<file path="src/hw/rtl/memory_to_memory_machine_step_assert.svh">
// assertion macros shared by the machine step modules
// no dependencies; included by the modules that carry checks
`ifndef MEMORY_TO_MEMORY_MACHINE_STEP_ASSERT_SVH
`define MEMORY_TO_MEMORY_MACHINE_STEP_ASSERT_SVH

// same-cycle implication, disabled while reset is low
`define M2M_ASSERT_NOW(lbl, clk, rst_n, pre, post, msg) \
    lbl: assert property (@(posedge clk) disable iff (!rst_n) (pre) |-> (post)) \
        else $error(msg);

// next-cycle implication, disabled while reset is low
`define M2M_ASSERT_NEXT(lbl, clk, rst_n, pre, post, msg) \
    lbl: assert property (@(posedge clk) disable iff (!rst_n) (pre) |=> (post)) \
        else $error(msg);

`endif

</file>
<file path="src/hw/rtl/m2m_pkg.sv">
// types, codes and helper functions of the memory-to-memory machine step
// no dependencies; used by every other file of the block but the ram and the assertion header
`default_nettype none

package m2m_pkg;

    // store geometry; depth must be a power of two
    localparam int MEM_DEPTH  = 1024;
    localparam int WORD_WIDTH = 32;
    localparam int ADDR_W     = $clog2(MEM_DEPTH);

    // fixed field widths of the item and result words
    localparam int OPER_W   = 2;
    localparam int SLOT_W   = 10;
    localparam int CODE_W   = 4;
    localparam int ARG_W    = 32;
    localparam int ARG3_W   = 10;
    localparam int VALUE_W  = 32;
    localparam int PC_W     = 10;
    localparam int STATUS_W = 2;

    typedef logic [ADDR_W-1:0]     addr_t;
    typedef logic [WORD_WIDTH-1:0] word_t;

    typedef enum logic [OPER_W-1:0] {
        OP_LD_INSTR = 2'd0,
        OP_LD_DATA  = 2'd1,
        OP_EXEC     = 2'd2
    } oper_t;

    typedef enum logic [CODE_W-1:0] {
        OPC_EMPTY = 4'd0,
        OPC_ADD   = 4'd1,
        OPC_MUL   = 4'd2,
        OPC_LE    = 4'd3,
        OPC_NEG   = 4'd4,
        OPC_JMP0  = 4'd5,
        OPC_ASS   = 4'd6,
        OPC_JMP   = 4'd7,
        OPC_READ  = 4'd8,
        OPC_WRITE = 4'd9,
        OPC_HALT  = 4'd10
    } opcode_t;

    typedef enum logic [STATUS_W-1:0] {
        ST_RUN     = 2'd0,
        ST_HALTED  = 2'd1,
        ST_EMPTY   = 2'd2,
        ST_BAD_OPC = 2'd3
    } status_t;

    typedef enum logic [1:0] {
        S_CLEAR,
        S_IDLE,
        S_OPER,
        S_COMMIT
    } state_t;

    typedef struct packed {
        logic [OPER_W-1:0]  operation;
        logic [SLOT_W-1:0]  slot_address;
        logic [CODE_W-1:0]  opcode;
        logic [ARG_W-1:0]   first_argument;
        logic [ARG_W-1:0]   second_argument;
        logic [ARG3_W-1:0]  third_argument;
        logic               first_is_address;
        logic               second_is_address;
        logic [VALUE_W-1:0] word_value;
    } item_t;

    typedef struct packed {
        logic [PC_W-1:0]     program_counter;
        logic                emit_valid;
        logic [VALUE_W-1:0]  emit_value;
        logic [STATUS_W-1:0] run_status;
    } result_t;

    // one instruction slot
    typedef struct packed {
        logic [CODE_W-1:0] code;
        logic [ARG_W-1:0]  a1;
        logic [ARG_W-1:0]  a2;
        logic [ARG3_W-1:0] a3;
        logic              f1;
        logic              f2;
    } instr_t;

    // controller to datapath
    typedef struct packed {
        logic clear_step;
        logic item_take;
        logic oper_step;
        logic commit;
    } dp_cmd_t;

    // datapath to controller
    typedef struct packed {
        logic exec_req;
        logic clear_last;
    } dp_status_t;

    // low address bits (depth is a power of two)
    function automatic addr_t addr_of(input logic [ARG_W-1:0] raw);
        return raw[ADDR_W-1:0];
    endfunction

    // sign-extend a field, then cut it to the machine word
    function automatic word_t imm_word(input logic [ARG_W-1:0] raw);
        logic [63:0] v;
        v = 64'($signed(raw));
        return v[WORD_WIDTH-1:0];
    endfunction

    // machine word back to the 32-bit output field
    function automatic logic [VALUE_W-1:0] sext_out(input word_t w);
        logic [63:0] v;
        v = 64'($signed(w));
        return v[VALUE_W-1:0];
    endfunction

endpackage

`default_nettype wire

</file>
<file path="src/hw/rtl/m2m_ctrl.sv">
// sequencer of the machine step: clear pass, fetch, operand read, commit
// depends on m2m_pkg and the assertion macro header
`default_nettype none
`include "memory_to_memory_machine_step_assert.svh"

module m2m_ctrl (
    input  wire logic                clk,
    input  wire logic                rst_n,
    input  wire logic                in_valid,
    output logic                     in_ready,
    output logic                     out_valid,
    input  wire logic                out_ready,
    input  wire m2m_pkg::dp_status_t status,
    output m2m_pkg::dp_cmd_t         cmd
);
    import m2m_pkg::*;

    state_t state_reg;
    state_t state_next;
    logic   out_valid_reg;
    logic   out_valid_next;
    logic   out_free;

    assign out_free  = !out_valid_reg || out_ready;
    assign out_valid = out_valid_reg;

    always_ff @(posedge clk or negedge rst_n)
    begin
        if (!rst_n)
        begin
            state_reg     <= S_CLEAR;
            out_valid_reg <= 1'b0;
        end
        else
        begin
            state_reg     <= state_next;
            out_valid_reg <= out_valid_next;
        end
    end

    always_comb
    begin
        state_next = state_reg;
        cmd        = '0;
        in_ready   = 1'b0;
        case (state_reg)
            S_CLEAR:
            begin
                cmd.clear_step = 1'b1;
                if (status.clear_last)
                begin
                    state_next = S_IDLE;
                end
            end
            S_IDLE:
            begin
                in_ready = 1'b1;
                if (in_valid)
                begin
                    cmd.item_take = 1'b1;
                    state_next    = status.exec_req ? S_OPER : S_COMMIT;
                end
            end
            S_OPER:
            begin
                cmd.oper_step = 1'b1;
                state_next    = S_COMMIT;
            end
            S_COMMIT:
            begin
                if (out_free)
                begin
                    cmd.commit = 1'b1;
                    state_next = S_IDLE;
                end
            end
            default:
            begin
                state_next = S_IDLE;
            end
        endcase
    end

    always_comb
    begin
        out_valid_next = out_valid_reg && !out_ready;
        if (cmd.commit)
        begin
            out_valid_next = 1'b1;
        end
    end

    `M2M_ASSERT_NEXT(a_commit_waits, clk, rst_n,
        state_reg == S_COMMIT && out_valid_reg && !out_ready,
        state_reg == S_COMMIT, "commit did not wait for the output slot")
    `M2M_ASSERT_NEXT(a_exec_reads_operands, clk, rst_n,
        in_valid && in_ready && status.exec_req,
        state_reg == S_OPER, "execute item skipped the operand read")
    `M2M_ASSERT_NEXT(a_clear_ends_idle, clk, rst_n,
        state_reg == S_CLEAR && status.clear_last,
        state_reg == S_IDLE && !out_valid_reg, "clear pass did not end cleanly")
    `M2M_ASSERT_NEXT(a_commit_shows_result, clk, rst_n,
        cmd.commit, out_valid_reg, "committed result not presented")

endmodule

`default_nettype wire

</file>
<file path="config.mk">
export PLATFORM = sky130hd
export DESIGN_NAME = m2m_ctrl
export DESIGN_NICKNAME = d
export VERILOG_FILES = /design/src/hw/rtl/m2m_pkg.sv /design/src/hw/rtl/m2m_ctrl.sv
export VERILOG_INCLUDE_DIRS = /design/src /design/src/hw/rtl
export SDC_FILE = /design/constraint.sdc
export NUM_CORES = 1
export LEC_CHECK = 0
export ABC_CLOCK_PERIOD_IN_PS = 1300
export CORE_AREA = 2 2 39 41
export DETAILED_ROUTE_END_ITERATION = 7
export DIE_AREA = 0 0 41 43
export DONT_BUFFER_PORTS = 1
export PLACE_DENSITY_LB_ADDON = 0.05
export SLEW_MARGIN = 20
export SYNTH_ARGS = -nofsm -noshare
export SYNTH_HDL_FRONTEND = slang
export SYNTH_SLANG_ARGS = --single-unit
</file>
<file path="constraint.sdc">
create_clock -name clk -period 1.3 [get_ports clk]
set_clock_uncertainty 0.1 [all_clocks]
set_input_delay 0.13 -clock clk [delete_from_list [all_inputs] [get_ports clk]]
set_output_delay 0.13 -clock clk [all_outputs]
set_load 0.1 [all_outputs]
</file>
**After elaboration in Yosys (flattened, before gate mapping)**

Cells that the tools add are included.

- Equality and inequality tests: 6
- Muxes and demuxes: 13
- Reductions and logical operators: 6

Operators by type and width:

| operator | number |
|---|---|
| $mux 1 | 9 |
| $pmux 2 s4 | 1 |
| $mux 2 | 3 |
| $ne 2x2->1 const B | 3 |
| $eq 2x2->1 const B | 2 |
| $reduce_and 3->1 | 1 |
| $eq 2x1->1 const B | 1 |
| $logic_not 1->1 | 2 |
| $logic_not 2->1 | 1 |
| $logic_and 1x1->1 | 1 |
| $logic_or 1x1->1 | 1 |

- Flip-flop bits (word level): 3
- Output and inout bits: 6

**Depth between registers and ports, before layout**

- Word-level depth: 5
- Gate-level depth with buffers: 5
- Depth with buffers taken out: 5

**Least setup slack after synthesis**

Ideal clock, no wire load.

- Kind: reg-to-output
- Start point: reg state_reg[1]
- End point: out cmd[2] (netlist bit)
- Arrival: 2142 ps
- Data required time: 1070 ps
- Setup slack: -1072 ps
- Stages on the path, launching flop included: 4
- Cell sequence: dfrtp_1 -> inv_1 -> ha_1 -> and2_1

RTL lines:

| what | RTL line | RTL |
|---|---|---|
| start, declared | m2m_ctrl.sv:18 | `state_t state_reg;` |
| start signal, assigned | m2m_ctrl.sv:36 | `state_reg <= state_next;` |
| end, declared | m2m_ctrl.sv:14 | `output m2m_pkg::dp_cmd_t cmd` |

==> impl_results.md <==
- Clock Path Buffers: 2
- Mapped Area: 225.2 µm²
- PortBufs: 0
- First-pass GRT wire length: 938 µm
- Failing checks: negative setup slack
- Flip-flop count of the largest register after layout: 2
- Critical path arrival: 1.25 ns
- Clk pin slew, worst setup/hold paths: 0.04 ns
- 1st-iter DRT viols: 0
- Delay of the slowest critical-path stage: 0.44 ns
- Slew Limit Fails: 0
- Top sig layer: met3
- CP bufs+invs: 1
- Dominant cell type by area after synthesis: dfrtp_1
- Fin area: 485.5 µm²
- DR WL met3: 45 µm
- Gp weighted congestion: 0.6463
- Syn Nets: 31
- Vias in the first global route: 233
- Slowest CP cell: dfrtp_2
- RSZ-0062 raised after global routing: true
- Final Worst Setup Slack: -0.1795 ns
- Synth Instances: 21
- WL met2: 304 µm
- Netlist cell types: 11
- Layout cells sized above 1: 0.7692
- DRC: 0
- Area after DPL: 387.9 µm²
- Crit path time final: 1.479 ns
- Drt wl/cell: 9.891 µm
- GRT Total Usage: 0.08333
- Post-DP HPWL: 445.3 µm
- Largest net degree at the start of global routing: 5
- Core Area: 1384 µm²
- CP max FO: 4
- CTS tree: done
- Critical path cell sequence: ha_1 > buf_4 > and2_4
- TritonRoute pass-1 iters: 1
- I/O pins: 12
- Antenna Violating Nets Remaining: 0
- Num CTS Buffers: 3
- Starting Density: 0.1627
- Top cells by area, synth: dfrtp_1 (33%), ha_1 (22%), mux2_1 (10%)
- Tcrit/Tclk final: 1.138
- Clock insertion delay at the later pin of the skew report: 0.23 ns
- Fin. Hold Viols: 0
- Die area: 1763 µm²
- Initial antenna violation count: 0
- P&R area growth vs syn: 115.6%
- Fin nets: 50
- Total grt overflow: 0
- Worst slew margin: 0.8073
- Fmax: 675.9 MHz
- Synth Register Bits: 3
- Cell Count, Final, Fillers Out: 55
- Row count: 14
- Die X: 41 µm
- YS warnings: 0
- Root Buffer: clkbuf_4
- Final Util: 0.3508
- Clk sink count: 3
- Seq/Total Area, Yosys: 0.3333
- Worst hold slack: 0.008313 ns
- Routed length on met1: 194 µm
- Final setup vio count: 7
- Worst-Margin Slew: 0.2905 ns
- Synthesized area per cell: 10.72 µm²
- Worst EP required: 1.07 ns
- Via-per-instance ratio: 3.836
- Share of the synthesized area in the top cell type: 0.3333
- Inst Count DP: 48
- Hold crit path type: input port to flip-flop
- CP startpoint kind: flip-flop
- Setup Crit Path Kind: flip-flop to primary output
- Critical path's top delay family: flip-flops
- Diode count: 0
- H-tree depth: 1
- Die Ht: 43 µm
- Max Cap Viol: 0
- # hold bufs at CTS: 1
- Routed wire length: 544 µm
- Worst Setup End Kind: primary output
- Via count: 211
- Outcome: finished with violations
==> layout by cell type (no fill, tap or decap), drive strengths merged <==
cell type / n
ha: 4
dlygate4sd3: 1
mux2: 2
o221ai: 1
and2: 2
o211ai: 1
dfrtp: 3
buf: 13
clkbuf: 4
nand2: 1
nand2b: 2
clkinv: 1
inv: 4
==> worst register-to-register path: stages, from the launching register on <==
cell and delay (ns):
dfrtp_1 0.38, inv_2 0.06, buf_4 0.14, ha_4 0.17
nand2b_4 0.06, o221ai_2 0.10, mux2_1 0.32
==> what timing repair did <==
action | 4_1_cts | 5_1_grt
endpoints found under the setup margin | 7 | 7
hold endpoints to repair | 3 | 1
buffers inserted | 2 | 0
pin swaps | 1 | 1
resized for setup | 13 | 0
==> layer usage <==
metal  vias to the layer above  GRT usage
met5                         -          0
met2                        10     0.1281
met3                         0    0.06283
met1                        97    0.07717
li1                        104          -
met4                         0    0.04000
==> area by class of cell <==
cell class / instances / area, µm²
clock buffers: 4 / 26.28
fillers: 145 / 898.4
inverters: 5 / 18.77
multi-input cells: 13 / 175.2
flip-flops and latches: 3 / 80.08
well taps: 16 / 20.02
repair buffers: 14 / 165.2
==> logic make-up (layout without fill, tap and decap cells) <==
kind of cell               Yosys count  after routing  synth area share
and+or+nand+nor                      5              5            0.1611
AOI/OAI and AO/OA                    2              2           0.09999
muxes                                2              2           0.09999
DFF                                  3              3            0.3333
adders and majority gates            4              4            0.2222
buffers and inverters                5             23           0.08330
==> per-stage QoR <==
step / TNS (ns) / setup WS [ns]
floorplan: -0.9726 / -0.3347
global placement: -0.3581 / -0.1798
detailed placement: -0.3700 / -0.1837
CTS: -1.156 / -0.1989
global route: -1.406 / -0.2373
finish: -1.014 / -0.1795
==> final timing paths <==
path                       cells past startpoint  slack [ns]                        to                startpoint
max                                            3       -0.18                    cmd[0]  state_reg[0]$_DFFE_PN0P_
min reg2reg                                    2        0.48       out_valid$_DFF_PN0_       out_valid$_DFF_PN0_
max in group asynchronous                      1        0.88       out_valid$_DFF_PN0_                     rst_n
min in group asynchronous                      1        0.05       out_valid$_DFF_PN0_                     rst_n
min                                            2       0.008       out_valid$_DFF_PN0_                 out_ready
max reg2reg                                    6       -0.15  state_reg[0]$_DFFE_PN0P_  state_reg[1]$_DFFE_PN0P_
==> synthesized netlist by cell type <==
| master | number |
|---|---|
| ha_1 | 4 |
| inv_1 | 4 |
| dfrtp_1 | 3 |
| and2_1 | 2 |
| mux2_1 | 2 |
| clkinv_1 | 1 |
| nand2_1 | 1 |
| nand2b_1 | 1 |
| nand2b_4 | 1 |
| o211ai_1 | 1 |
| o221ai_2 | 1 |
Power is left out: the tool's default activity adds up to more than one toggle a clock period on the data nets, which glitch-free logic cannot reach.
